### src/rtl/signed_number_to_seven_segment_core_macros.svh
// Assertion macros shared by the seven-segment encoder RTL.
`ifndef SIGNED_NUMBER_TO_SEVEN_SEGMENT_CORE_MACROS_SVH
`define SIGNED_NUMBER_TO_SEVEN_SEGMENT_CORE_MACROS_SVH

`ifndef NO_ASSERTIONS

// Same-cycle implication, sampled on clk and disabled while in reset.
`define SSD_ASSERT_NOW(label, ante, cons) \
    label: assert property (@(posedge clk) disable iff (!rst_n) (ante) |-> (cons)) \
        else $error("seven-segment encoder check failed");

// Next-cycle implication, sampled on clk and disabled while in reset.
`define SSD_ASSERT_NEXT(label, ante, cons) \
    label: assert property (@(posedge clk) disable iff (!rst_n) (ante) |=> (cons)) \
        else $error("seven-segment encoder check failed");

`else

`define SSD_ASSERT_NOW(label, ante, cons)
`define SSD_ASSERT_NEXT(label, ante, cons)

`endif

`endif

### src/rtl/ssd_pkg.sv
// Types, constants and the digit table of the seven-segment encoder.
package ssd_pkg;

    // Register indexes of the configuration port.
    localparam logic [1:0] REG_BLANK_LEADING_ZEROS = 2'd0;
    localparam logic [1:0] REG_ALL_POINTS          = 2'd1;
    localparam logic [1:0] REG_DP_POSITION         = 2'd2;

    // Decimal-point position code that means no extra point.
    localparam logic [1:0] DP_NONE = 2'd3;

    // Segment patterns in XGFEDCBA order.
    localparam logic [7:0] SEG_BLANK = 8'h00;
    localparam logic [7:0] SEG_MINUS = 8'h40;
    localparam logic [7:0] SEG_POINT = 8'h80;

    // Magnitude width: in-range values never exceed 9999.
    localparam int MAG_W  = 14;
    localparam int PROD_W = 29;

    // Reciprocals for division by constants, exact for magnitudes below 10000.
    localparam logic [14:0] RECIP_1000 = 15'd16778;  // shift by 24
    localparam logic [12:0] RECIP_100  = 13'd5243;   // shift by 19
    localparam logic [12:0] RECIP_10   = 13'd6554;   // shift by 16

    // Configuration registers as one group.
    typedef struct packed {
        logic       blank_leading_zeros;
        logic       all_points;
        logic [1:0] dp_position;
    } ssd_cfg_t;

    // One result word.
    typedef struct packed {
        logic [7:0] seg_first;
        logic [7:0] seg_second;
        logic [7:0] seg_third;
        logic [7:0] seg_fourth;
        logic       out_of_range;
    } ssd_result_t;

    // Decimal digit to segment pattern; codes above nine show nothing.
    function automatic logic [7:0] digit_to_seg(input logic [3:0] digit);
        logic [7:0] seg;
        unique case (digit)
            4'd0:    seg = 8'h3f;
            4'd1:    seg = 8'h06;
            4'd2:    seg = 8'h5b;
            4'd3:    seg = 8'h4f;
            4'd4:    seg = 8'h66;
            4'd5:    seg = 8'h6d;
            4'd6:    seg = 8'h7d;
            4'd7:    seg = 8'h07;
            4'd8:    seg = 8'h7f;
            4'd9:    seg = 8'h6f;
            default: seg = SEG_BLANK;
        endcase
        return seg;
    endfunction

endpackage

### src/rtl/signed_number_to_seven_segment_core.sv
// Top level of the four-digit seven-segment encoder for signed numbers.
// Path: a number accepted into the input register is converted and moves on
// into the result register when that register is empty or its word is taken.
// Throughput: one word per cycle while out_stall is low; conversion is one
// combinational pass between the input register and the result register.
// Reset: clears both valid bits; configuration returns to blanking on,
// all points on and no extra decimal point.
`include "signed_number_to_seven_segment_core_macros.svh"

module signed_number_to_seven_segment_core (
    input  logic              clk,
    input  logic              rst_n,
    // Configuration write port
    input  logic              cfg_wr_en,
    input  logic [1:0]        cfg_index,
    input  logic [1:0]        cfg_data,
    // Input channel
    input  logic              in_valid,
    output logic              in_stall,
    input  logic signed [15:0] number,
    // Output channel
    output logic              out_valid,
    input  logic              out_stall,
    output logic [7:0]        seg_first,
    output logic [7:0]        seg_second,
    output logic [7:0]        seg_third,
    output logic [7:0]        seg_fourth,
    output logic              out_of_range
);
    import ssd_pkg::*;

    ssd_cfg_t          cfg_reg;
    logic              in_valid_reg;
    logic              in_valid_next;
    logic signed [15:0] number_reg;
    logic              out_valid_reg;
    logic              out_valid_next;
    ssd_result_t       result_reg;
    ssd_result_t       result_next;
    logic              in_load;
    logic              out_load;

    // Configuration registers.
    always_ff @(posedge clk or negedge rst_n)
    begin
        if (!rst_n)
        begin
            cfg_reg.blank_leading_zeros <= 1'b1;
            cfg_reg.all_points          <= 1'b1;
            cfg_reg.dp_position         <= DP_NONE;
        end
        else if (cfg_wr_en)
        begin
            unique case (cfg_index)
                REG_BLANK_LEADING_ZEROS: cfg_reg.blank_leading_zeros <= cfg_data[0];
                REG_ALL_POINTS:          cfg_reg.all_points          <= cfg_data[0];
                REG_DP_POSITION:         cfg_reg.dp_position         <= cfg_data;
                default:                 ;
            endcase
        end
    end

    // Stage handshake: the result stage moves when empty or taken downstream.
    assign out_load = !out_valid_reg || !out_stall;
    assign in_load  = !in_valid_reg || out_load;
    assign in_stall = !in_load;

    assign in_valid_next  = in_load ? in_valid : in_valid_reg;
    assign out_valid_next = out_load ? in_valid_reg : out_valid_reg;

    // Valid bits.
    always_ff @(posedge clk or negedge rst_n)
    begin
        if (!rst_n)
        begin
            in_valid_reg  <= 1'b0;
            out_valid_reg <= 1'b0;
        end
        else
        begin
            in_valid_reg  <= in_valid_next;
            out_valid_reg <= out_valid_next;
        end
    end

    // Input word register.
    always_ff @(posedge clk)
    begin
        if (in_load && in_valid)
        begin
            number_reg <= number;
        end
    end

    // Conversion between the two registers.
    ssd_encode u_encode (
        .number (number_reg),
        .cfg    (cfg_reg),
        .result (result_next)
    );

    // Result word register.
    always_ff @(posedge clk)
    begin
        if (out_load && in_valid_reg)
        begin
            result_reg <= result_next;
        end
    end

    assign out_valid    = out_valid_reg;
    assign seg_first    = result_reg.seg_first;
    assign seg_second   = result_reg.seg_second;
    assign seg_third    = result_reg.seg_third;
    assign seg_fourth   = result_reg.seg_fourth;
    assign out_of_range = result_reg.out_of_range;

    // An accepted word is held in the input stage on the next cycle.
    `SSD_ASSERT_NEXT(a_in_captured, in_valid && !in_stall, in_valid_reg)
    // A word leaving the input stage shows up as a result on the next cycle.
    `SSD_ASSERT_NEXT(a_result_follows, in_valid_reg && out_load, out_valid_reg)
    // An out-of-range result shows all digits blank.
    `SSD_ASSERT_NOW(a_range_blank, out_valid_reg && result_reg.out_of_range,
        (result_reg.seg_first == SEG_BLANK) && (result_reg.seg_second == SEG_BLANK) &&
        (result_reg.seg_third == SEG_BLANK) && (result_reg.seg_fourth == SEG_BLANK))
    // The units digit is never blanked for an in-range number.
    `SSD_ASSERT_NOW(a_units_shown, out_valid_reg && !result_reg.out_of_range,
        result_reg.seg_fourth[6:0] != 7'd0)

endmodule

### src/rtl/ssd_encode.sv
// Combinational conversion of one signed number into four segment bytes.
module ssd_encode (
    input  logic signed [15:0] number,
    input  ssd_pkg::ssd_cfg_t  cfg,
    output ssd_pkg::ssd_result_t result
);
    import ssd_pkg::*;

    logic             neg;
    logic             range_err;
    logic [15:0]      abs_full;
    logic [MAG_W-1:0] mag;
    logic [PROD_W-1:0] p1000;
    logic [PROD_W-1:0] p100;
    logic [PROD_W-1:0] p10;
    logic [3:0]       q1000;
    logic [6:0]       q100;
    logic [9:0]       q10;
    logic [6:0]       rem100;
    logic [9:0]       rem10;
    logic [MAG_W-1:0] rem1;
    logic [3:0]       dig [4];
    logic [3:0]       blank;
    logic [7:0]       seg [4];
    logic [7:0]       seg_pt [4];

    // Sign, range check and magnitude.
    assign neg       = number[15];
    assign range_err = (number > 16'sd9999) || (number < -16'sd999);
    assign abs_full  = neg ? 16'(-number) : number;
    assign mag       = abs_full[MAG_W-1:0];

    // Quotients by reciprocal multiplication, all in parallel.
    assign p1000 = PROD_W'(mag) * PROD_W'(RECIP_1000);
    assign p100  = PROD_W'(mag) * PROD_W'(RECIP_100);
    assign p10   = PROD_W'(mag) * PROD_W'(RECIP_10);
    assign q1000 = p1000[27:24];
    assign q100  = p100[25:19];
    assign q10   = p10[25:16];

    // Lower digits: each quotient minus ten times the next coarser one.
    assign rem100 = q100 - 7'(q1000) * 7'd10;
    assign rem10  = q10 - 10'(q100) * 10'd10;
    assign rem1   = mag - MAG_W'(q10) * MAG_W'(10);

    assign dig[0] = q1000;
    assign dig[1] = rem100[3:0];
    assign dig[2] = rem10[3:0];
    assign dig[3] = rem1[3:0];

    // Leading-zero blanking; the minus sign and the units digit always show.
    assign blank[0] = !neg && cfg.blank_leading_zeros && (dig[0] == 4'd0);
    assign blank[1] = cfg.blank_leading_zeros && (dig[1] == 4'd0) && (neg || blank[0]);
    assign blank[2] = blank[1] && (dig[2] == 4'd0);
    assign blank[3] = 1'b0;

    // Segment patterns, point on shown digits if all_points, and on the chosen one.
    always_comb
    begin
        for (int i = 0; i < 4; i++)
        begin
            if (blank[i])
            begin
                seg[i] = SEG_BLANK;
            end
            else
            begin
                seg[i] = (i == 0 && neg) ? SEG_MINUS : digit_to_seg(dig[i]);
                if (cfg.all_points)
                begin
                    seg[i] = seg[i] | SEG_POINT;
                end
            end
            if (cfg.dp_position != DP_NONE && cfg.dp_position == 2'(i))
            begin
                seg_pt[i] = seg[i] | SEG_POINT;
            end
            else
            begin
                seg_pt[i] = seg[i];
            end
        end
    end

    // Out-of-range numbers show nothing.
    assign result.seg_first    = range_err ? SEG_BLANK : seg_pt[0];
    assign result.seg_second   = range_err ? SEG_BLANK : seg_pt[1];
    assign result.seg_third    = range_err ? SEG_BLANK : seg_pt[2];
    assign result.seg_fourth   = range_err ? SEG_BLANK : seg_pt[3];
    assign result.out_of_range = range_err;

endmodule

### config.mk
export PLATFORM = sky130hd
export DESIGN_NAME = signed_number_to_seven_segment_core
export DESIGN_NICKNAME = d
export VERILOG_FILES = /design/src/rtl/ssd_pkg.sv /design/src/rtl/signed_number_to_seven_segment_core.sv /design/src/rtl/ssd_encode.sv
export VERILOG_INCLUDE_DIRS = /design/src /design/src/rtl
export SDC_FILE = /design/constraint.sdc
export NUM_CORES = 1
export LEC_CHECK = 0
export ABC_AREA = 1
export BUFFER_PORTS_ARGS = -buffer_cell sky130_fd_sc_hd__buf_4
export CAP_MARGIN = 20
export CORE_MARGIN = 10
export CORE_UTILIZATION = 55
export CTS_CLUSTER_DIAMETER = 120
export DETAILED_ROUTE_END_ITERATION = 8
export PLACE_DENSITY_LB_ADDON = 0.15
export SETUP_SLACK_MARGIN = 0.1
export SLEW_MARGIN = 40
export SYNTH_ARGS = -nofsm -noshare
export SYNTH_HDL_FRONTEND = slang
export SYNTH_SLANG_ARGS = --single-unit
export TNS_END_PERCENT = 20
### constraint.sdc
create_clock -name clk -period 10.01 [get_ports clk]
set_input_delay 0 -clock clk [delete_from_list [all_inputs] [get_ports clk]]
set_output_delay 0 -clock clk [all_outputs]
set_load 0.05 [all_outputs]
==> impl_metrics.csv, run 1 <==
group,metric,value,unit
cells_and_area,largest_reg_flops,16,
route,wl_per_cell,15.4,µm
min_path,hold_class,"input port to asynchronous set/reset pin",
yosys,yosysUniqueCellTypes,37,
clock_network,root_buffer,"clkbuf_16",
critical_path,endpoint_kind,"flip-flop",
critical_path,r2r_slack,1920,ps
route,wl,27.1,mm
die,die_area,26400,µm²
yosys,synth_area_leader_cell,"ha_1",
yosys,syn_avg_cell_area,8.05,µm²
route,vias,9033,
route,drtIter0Drc,510,
yosys,synth-seq-area-share,0.146,
sta,min_period,8090,ps
run_status,outcome,"finished, final reports clean",
grt,grt_pass1_wl,45.2,mm
die,start_util,0.555,
placement,gp_congestion,0.933,
sta,min_period_over_period,0.808,
yosys,syn_inst,1386,
critical_path,crit_top_cell,"inv_1",
cells_and_area,n_antenna_cell,0,
sta,drv_slew,0,
grt,first_global_vias,9153,
clock_network,cts.path.max_buffers,2,
placement,port_buffers,59,
die,ios,60,
critical_path,r2r_cells,31,
clock_network,clk_latency,300,ps
critical_path,max_stage_delay,570,ps
sta,finalSetupViolCount,0,
route,dr.pass1.iters,6,
critical_path,cpMaxStageDelayCell,"xor2_1",
yosys,syn_nets,1759,
die,row_count,52,
critical_path,crit_fanout,12,
die,dieWidth,162,µm
route,vias_per_cell,5.14,
cells_and_area,nets,1859,
critical_path,worst-endpoint-required,10040,ps
yosys,yosys_warnings,0,
grt,antenna_found_initial,0,
critical_path,cpLargestDelayFamily,"adder cells",
clock_network,cts_sinks,55,
die,core_area,20100,µm²
job,cap_violations,0,
sta,rsz0062_at_grt,"false",
yosys,synth-seq-cells,55,
clock_network,clk_pin_slew,70,ps
yosys,synth_top_area_frac,0.252,
clock_network,post-cts-setup-buffers,0,
critical_path,r2r-start,"number_reg[0]",
critical_path,start_kind,"flip-flop",
sta,finalSetupTns,0,ps
critical_path,cp_num_buf_inv,8,
clock_network,cts_made_buffers,5,
critical_path,r2r-end,"seg_fourth[3]",
sta,tightest_slew,738,ps
cells_and_area,n_fill_cell,1789,
cells_and_area,area_growth,11.6,%
cells_and_area,fin_util,0.619,
yosys,synth_area,11200,µm²
route,ant_nets,0,
clock_network,cts_tree,"built",
grt,grt-ovfl-total,0,
sta,max-slew-margin-rel,0.506,
clock_network,htreeDepth,2,
yosys,synth_area_leaders,"ha_1 (25%), fa_1 (22%), edfxtp_1 (13%)",
route,drc,0,
grt,grt_usage,0.211,
sta,fmax,124,MHz
sta,clock_skew,6.38,ps
critical_path,crit_type,"flip-flop to flip-flop",
placement,place_hpwl,23.2,mm
critical_path,critPathArrivalTime,8120,ps
sta,finalHoldViolations,0,
grt,grt_max_degree,20,
die,die_h,162,µm
cells_and_area,drive_above_1_share,0.0760,
cell type report:
class | count | area, µm² | share of cell area
flip-flops and latches | 55 | 1630 | 0.131
clock buffers | 6 | 150 | 0.0121
repair buffers | 95 | 783 | 0.0629
inverters | 380 | 1430 | 0.115
multi-input cells | 949 | 8110 | 0.651
well taps | 270 | 338 | 0.0271
clock inverters | 2 | 16.3 | 0.00131
worst max-delay path by stage:
stage / startpoint / to / slack (ps) / cells past startpoint
4_1_cts: number_reg[0] / seg_fourth[3] / 1890 / 31
5_1_grt: number_reg[0] / seg_third[6] / 1320 / 36
3_5_place_dp: number_reg[0] / seg_fourth[6] / 1960 / 31
6_report: number_reg[0] / seg_fourth[3] / 1920 / 31
3_3_place_gp: number_reg[0] / seg_fourth[6] / 2070 / 31
2_1_floorplan: number_reg[0] / seg_third[0] / 2510 / 30
cell usage in the layout (no fill, tap or decap), drive strengths merged:
| master | count |
|---|---|
| o21bai | 3 |
| or2 | 9 |
| dfstp | 4 |
| clkinvlp | 1 |
| ha | 225 |
| o21a | 3 |
| xor2 | 18 |
| a21o | 6 |
| nand2 | 270 |
| inv | 379 |
| a21oi | 67 |
| nand3b | 3 |
| nand4 | 13 |
| nand3 | 53 |
| a211oi | 3 |
| a31oi | 2 |
| clkinv | 2 |
| buf | 70 |
| and3 | 1 |
| fa | 123 |
| dlygate4sd3 | 25 |
| nor3 | 10 |
| xnor2 | 9 |
| dfrtp | 2 |
| nor2 | 87 |
| clkbuf | 6 |
| edfxtp | 49 |
| o221a | 1 |
| o21ai | 40 |
| o211ai | 2 |
| o31ai | 1 |
cell usage after synthesis (all sizes together):
cell	number
a211oi	3
a21o	6
a21oi	67
a31oi	2
and3	1
buf	1
clkbuf	1
clkinv	2
dfrtp	2
dfstp	4
edfxtp	49
fa	123
ha	225
inv	378
nand2	270
nand3	53
nand3b	3
nand4	13
nor2	87
nor3	10
o211ai	2
o21a	3
o21ai	40
o21bai	3
o221a	1
o31ai	1
or2	9
xnor2	9
xor2	18
metal layers:
metal,vias to the layer above,share of wire,track usage
met3,44,0.049,0.0296
met2,202,0.48,0.362
li1,4506,-,-
met1,4281,0.45,0.276
met5,-,0,0
met4,0,0.023,0.0500
worst register-to-register path, delay by kind of cell, from the launching register on:
family	cells	cell delay, ps
fa+ha+maj	9	3610
xor+xnor	3	1270
simple gates	9	1140
buf+inv	8	1130
compound gates	2	350
flops	1	330
logic make-up after synthesis:
logic type / after synthesis / share of synthesized area
AOI/OAI and AO/OA: 128 / 0.0639
DFF: 55 / 0.146
xor gates and xnor gates: 27 / 0.0212
adders and majority gates: 348 / 0.473
and+or+nand+nor: 446 / 0.168
buffers and inverters: 382 / 0.129
metrics by stage:
stage | std cells | area, µm² | hold WS (ps) | worst slack [ps]
after floorplan | 1386 | 11200 | -296 | 2510
after global placement | 1723 | 12000 | -188 | 2070
after detailed placement | 1724 | 12000 | -184 | 1960
after CTS | 1756 | 12400 | 1.13 | 1890
after global routing | 1757 | 12500 | 33.2 | 1320
final | 1757 | 12500 | 43.2 | 1920
timing repair:
item | 4_1_cts | 5_1_grt
hold buffers | 24 | 1
resized for setup | 0 | 0
endpoints found under the hold margin | 28 | 1
Power of run 1 is not shown: default switching activity piles up to over one toggle a cycle in this logic, so the estimate is an artifact.
==> run 2: changes to the inputs <==
- ABC_AREA: 1 -> 0
- clock period: 10.01 -> 7.4 ns (I/O delays scaled with it)
==> impl_metrics.csv, run 2 <==
group,metric,value,unit
min_path,hold_class,"input port to asynchronous set/reset pin",
critical_path,max_stage_delay,580,ps
cells_and_area,area_growth,33.7,%
grt,grt_pass1_wl,46.0,mm
cells_and_area,n_antenna_cell,0,
yosys,syn_inst,1032,
critical_path,start_kind,"flip-flop",
sta,fmax,107,MHz
cells_and_area,layoutNonFillerInstCount,1605,
grt,grt_max_degree,20,
critical_path,crit_fanout,7,
route,drc,0,
grt,grt-ovfl-total,0,
die,die_h,157,µm
die,die_area,24600,µm²
critical_path,endpoint_kind,"flip-flop",
sta,finalHoldViolations,0,
yosys,synth_top_area_frac,0.274,
critical_path,crit_type,"flip-flop to flip-flop",
grt,antenna_found_initial,0,
cells_and_area,drive_above_1_share,0.298,
die,start_util,0.565,
placement,gp_congestion,0.975,
critical_path,cpMaxStageDelayCell,"fa_1",
sta,tightest_slew,727,ps
clock_network,cts.path.max_buffers,2,
sta,finalSetupViolCount,23,
cells_and_area,final_common_cell,"buf_4",
clock_network,clk_pin_slew,80,ps
job,cap_violations,0,
critical_path,worst-endpoint-required,7440,ps
placement,dp.cells,1561,
route,dr.pass1.iters,5,
clock_network,cts_sinks,55,
yosys,synthArstFlopShare,0.109,
cells_and_area,n_fill_cell,1241,
critical_path,critPathArrivalTime,9400,ps
clock_network,cts_made_buffers,5,
die,core_area,18200,µm²
cells_and_area,nets,1748,
critical_path,r2r_slack,-1960,ps
grt,grt_usage,0.239,
placement,place_hpwl,24.1,mm
sta,drv_slew,0,
sta,clock_skew,8.61,ps
yosys,syn_avg_cell_area,9.97,µm²
yosys,synth_area_leader_cell,"ha_1",
sta,min_period,9360,ps
run_status,outcome,"finished, violations left",
yosys,synth-seq-area-share,0.158,
placement,dpl_worst_slack,-1910,ps
yosys,synth_area,10300,µm²
die,ios,60,
yosys,ys.flop_type,"edfxtp_1",
clock_network,clk_latency,310,ps
route,wl_per_cell,17.9,µm
sta,timing.final.ws_setup,-1960,ps
yosys,syn_nets,1405,
yosys,synthTopCellsByCount,"inv_1 (275), ha_1 (225), fa_1 (123)",
route,vias,8348,
clock_network,cts_tree,"built",
route,ant_nets,0,
critical_path,crit_top_cell,"fa_1",
cells_and_area,largest_reg_flops,16,
die,dieWidth,157,µm
yosys,synth_area_leaders,"ha_1 (27%), fa_1 (24%), edfxtp_1 (14%)",
placement,port_buffers,59,
clock_network,root_buffer,"clkbuf_16",
route,vias_per_cell,5.20,
run_status,violations,"setup timing",
yosys,synth-seq-cells,55,
die,row_count,49,
sta,finalSetupTns,-33390,ps
sta,min_period_over_period,1.26,
sta,rsz0062_at_grt,"true",
route,wl,28.7,mm
yosys,synth_enable_flop_cells,49,
route,drtIter0Drc,412,
yosys,synth.most_common_cell,"inv_1",
cells_and_area,layout_common_cells,"buf_4 (315), inv_1 (267), ha_1 (220), fa_1 (121), edfxtp_1 (49)",
yosys,yosys_warnings,0,
yosys,yosysUniqueCellTypes,64,
clock_network,htreeDepth,2,
grt,first_global_vias,8938,
sta,max-slew-margin-rel,0.515,
run 2: cell count changes after synthesis, sizes merged, moves of 15 or more:
cell and delta:
xnor2 +25, a21oi -33, nand3 -38, nand2 -239, inv -101, nand2b +15, nor2 -50, o21ai -17
run 2: path summary, 6_finish.rpt:
check,start,to,cells past startpoint
min,rst_n,in_valid_reg,2
min reg2reg,in_valid_reg,out_valid,1
max in group asynchronous,rst_n,cfg_reg[2],2
max reg2reg,number_reg[0],seg_third[3],33
max,number_reg[0],seg_third[3],33
min in group clk,cfg_index[0],cfg_reg[3],3
run 2: kinds of logic after synthesis:
group | synth area share
and+or+nand+nor | 0.0767
adders and majority gates | 0.513
AOI/OAI and AO/OA | 0.0927
buffers and inverters | 0.104
xor gates and xnor gates | 0.0466
DFF | 0.158
muxes | 0.00936
run 2: timing repair:
item                                    in CTS  in global routing
hold endpoints to repair                    28                  0
setup buffers                               13                  2
hold buffers                                21                  0
resized for setup                           26                 27
endpoints found under the setup margin      30                 31
pin swaps                                    9                  6
run 2: final cells by class:
class,instances,area (µm²),area share
Inverter,279,1050,0.0765
Multi-Input combinational cell,694,7980,0.580
Tap cell,229,287,0.0208
Clock inverter,3,50.0,0.00364
Timing Repair Buffer,340,2630,0.191
Sequential cell,55,1630,0.118
Clock buffer,5,125,0.00910
run 2: critical path: cells and delay by family, from the launching register on:
kind / cells / cell delay, ps
buffers and inverters: 5 / 250
AOI/OAI and AO/OA: 6 / 1690
adders and majority gates: 8 / 3180
xor gates and xnor gates: 4 / 880
DFF: 1 / 450
and+or+nand+nor: 10 / 2630
run 2: metrics by stage:
stage | cell area (µm²) | utilization | hold slack (ps)
floorplan | 10400 | - | -296
global placement | 13000 | 0.712 | -188
detailed placement | 13000 | 0.713 | -184
CTS | 13600 | 0.746 | 30.4
global route | 13800 | 0.755 | 34.8
finish | 13800 | 0.755 | 30.8
run 2: per-layer routing:
layer / up-vias / track usage / wire length [µm]
li1: 4052 / - / -
met1: 4041 / 0.303 / 12400
met2: 207 / 0.410 / 14300
met3: 48 / 0.0400 / 1360
met4: 0 / 0.0688 / 734
met5: - / 0 / 0
Power of run 2 is left out for the same reason.
==> run 3: changes to the inputs <==
- REMOVE_ABC_BUFFERS: default -> 1
- SYNTH_HIERARCHICAL: default -> 1
==> impl_metrics.csv, run 3 <==
group,metric,value,unit
clock_network,clk_pin_slew,70,ps
yosys,synth_area_leaders,"ha_1 (28%), fa_1 (25%), edfxtp_1 (14%)",
cells_and_area,final_area,13100,µm²
critical_path,endpoint_kind,"flip-flop",
placement,port_buffers,59,
cells_and_area,drive_above_1_share,0.292,
critical_path,start_kind,"flip-flop",
critical_path,critPathArrivalTime,7780,ps
grt,grt_usage,0.221,
critical_path,worst-endpoint-required,7440,ps
grt,antenna_found_initial,0,
sta,rsz0062_at_grt,"true",
yosys,synth-seq-cells,55,
route,wl_per_cell,17.6,µm
sta,max-slew-margin-rel,0.558,
route,dr.pass1.iters,5,
clock_network,cts_made_buffers,5,
die,core_area,18100,µm²
cells_and_area,area_growth,29.1,%
run_status,outcome,"finished, violations left",
grt,grt_max_degree,19,
yosys,synthArstFlopShare,0.109,
cells_and_area,layoutNonFillerInstCount,1490,
min_path,hold_class,"input port to asynchronous set/reset pin",
die,ios,60,
run_status,violations,"setup timing",
yosys,yosys_warnings,6,
yosys,synth.most_common_cell,"inv_1",
placement,place_hpwl,21.8,mm
die,die_h,156,µm
die,dieWidth,156,µm
cells_and_area,nets,1634,
yosys,synthTopCellsByCount,"inv_1 (269), ha_1 (224), fa_1 (125)",
clock_network,htreeDepth,2,
sta,min_period,7740,ps
yosys,synth_area,10200,µm²
route,vias_per_cell,5.18,
job,cap_violations,0,
placement,gp_congestion,0.945,
cells_and_area,final_common_cell,"inv_1",
grt,first_global_vias,8482,
route,wl,26.3,mm
yosys,synth_enable_flop_cells,49,
clock_network,root_buffer,"clkbuf_16",
grt,grt_pass1_wl,42.8,mm
critical_path,cpMaxStageDelayCell,"fa_1",
sta,finalHoldViolations,0,
placement,dp.cells,1444,
critical_path,crit_fanout,6,
critical_path,crit_top_cell,"inv_2",
critical_path,crit_type,"flip-flop to flip-flop",
die,start_util,0.562,
route,vias,7724,
sta,min_period_over_period,1.05,
sta,clock_skew,6.10,ps
clock_network,cts.path.max_buffers,2,
cells_and_area,layout_common_cells,"inv_1 (255), buf_4 (243), ha_1 (203), fa_1 (122), edfxtp_1 (49)",
yosys,ys.flop_type,"edfxtp_1",
sta,drv_slew,0,
cells_and_area,n_antenna_cell,0,
grt,grt-ovfl-total,0,
yosys,synth_area_leader_cell,"ha_1",
route,ant_nets,0,
die,row_count,49,
route,drtIter0Drc,279,
route,drc,0,
placement,placed_area,12200,µm²
critical_path,max_stage_delay,520,ps
yosys,syn_inst,990,
sta,finalSetupViolCount,16,
sta,fmax,129,MHz
yosys,yosysUniqueCellTypes,74,
die,die_area,24300,µm²
sta,timing.final.ws_setup,-339,ps
cells_and_area,largest_reg_flops,16,
clock_network,cts_sinks,55,
sta,whs,69.6,ps
yosys,synth_top_area_frac,0.276,
sta,tightest_slew,663,ps
yosys,syn_avg_cell_area,10.3,µm²
yosys,synth-seq-area-share,0.160,
cells_and_area,fin_util,0.726,
clock_network,clk_latency,290,ps
clock_network,cts_tree,"built",
run 3: changes by cell type after synthesis, sizes merged, moves of 4 or more:
cell / change
a31oi: -7
nor2b: +6
xor2: +4
nor2: -19
nand2b: -12
o211ai: +5
inv: -5
nand4: +7
run 3: worst max-delay path, delay by kind of cell (launching register included):
kind            cells  cell delay [ps]
fa+ha+maj           9             3230
xor+xnor            6             1360
compound gates      6             1080
simple gates        4              850
buf+inv             8              550
flops               1              410
run 3: stage by stage:
stage          TNS [ps]  worst slack (ps)
6_report          -4600              -339
5_1_grt          -10890              -618
4_1_cts           -4000              -313
3_5_place_dp      -9850              -628
3_3_place_gp      -7680              -505
2_1_floorplan    -22570             -1220
run 3: area by class of cell:
cell class,count,area [µm²]
multi-input combinational,656,7940
fill,1283,4960
clock inverter,3,20.0
timing repair buffer,270,2110
inverter,272,1020
tap,229,287
clock buffer,5,125
sequential,55,1630
run 3: layer usage:
metal  global-route usage  part of all wire  vias to the layer above
li1                     -                 -                     3764
met2                0.382              0.49                      144
met5                    0                 0                        -
met4               0.0715             0.036                        0
met1                0.274              0.43                     3761
met3               0.0397             0.041                       55
run 3: path summary, 6_finish.rpt:
kind | depth (start not counted) | slack [ps] | from | endpoint
setup / recovery | 33 | -340 | number_reg[1] | seg_third[6]
hold / removal | 2 | 70 | rst_n | in_valid_reg
setup reg to reg | 33 | -340 | number_reg[1] | seg_third[6]
hold reg to reg | 1 | 500 | in_valid_reg | out_valid
max in group asynchronous | 2 | 7130 | rst_n | cfg_reg[2]
min in group clk | 3 | 80 | cfg_index[0] | cfg_reg[3]
run 3: cell families (layout without fill, tap and decap cells):
group / after synthesis / in the layout / share of synthesized area
buffers and inverters: 279 / 550 / 0.105
muxes: 6 / 6 / 0.00640
DFF: 55 / 55 / 0.160
and+or+nand+nor: 122 / 122 / 0.0660
AOI/OAI and AO/OA: 123 / 123 / 0.0860
xor gates and xnor gates: 56 / 56 / 0.0548
adders and majority gates: 349 / 349 / 0.522
run 3: timing repair:
item	in CTS	in global routing
hold endpoints to repair	28	0
endpoints found under the setup margin	29	29
buffers inserted	10	7
pin swaps	65	27
resized for setup	67	24
hold buffers	21	0
Power of run 3 is left out for the same reason.
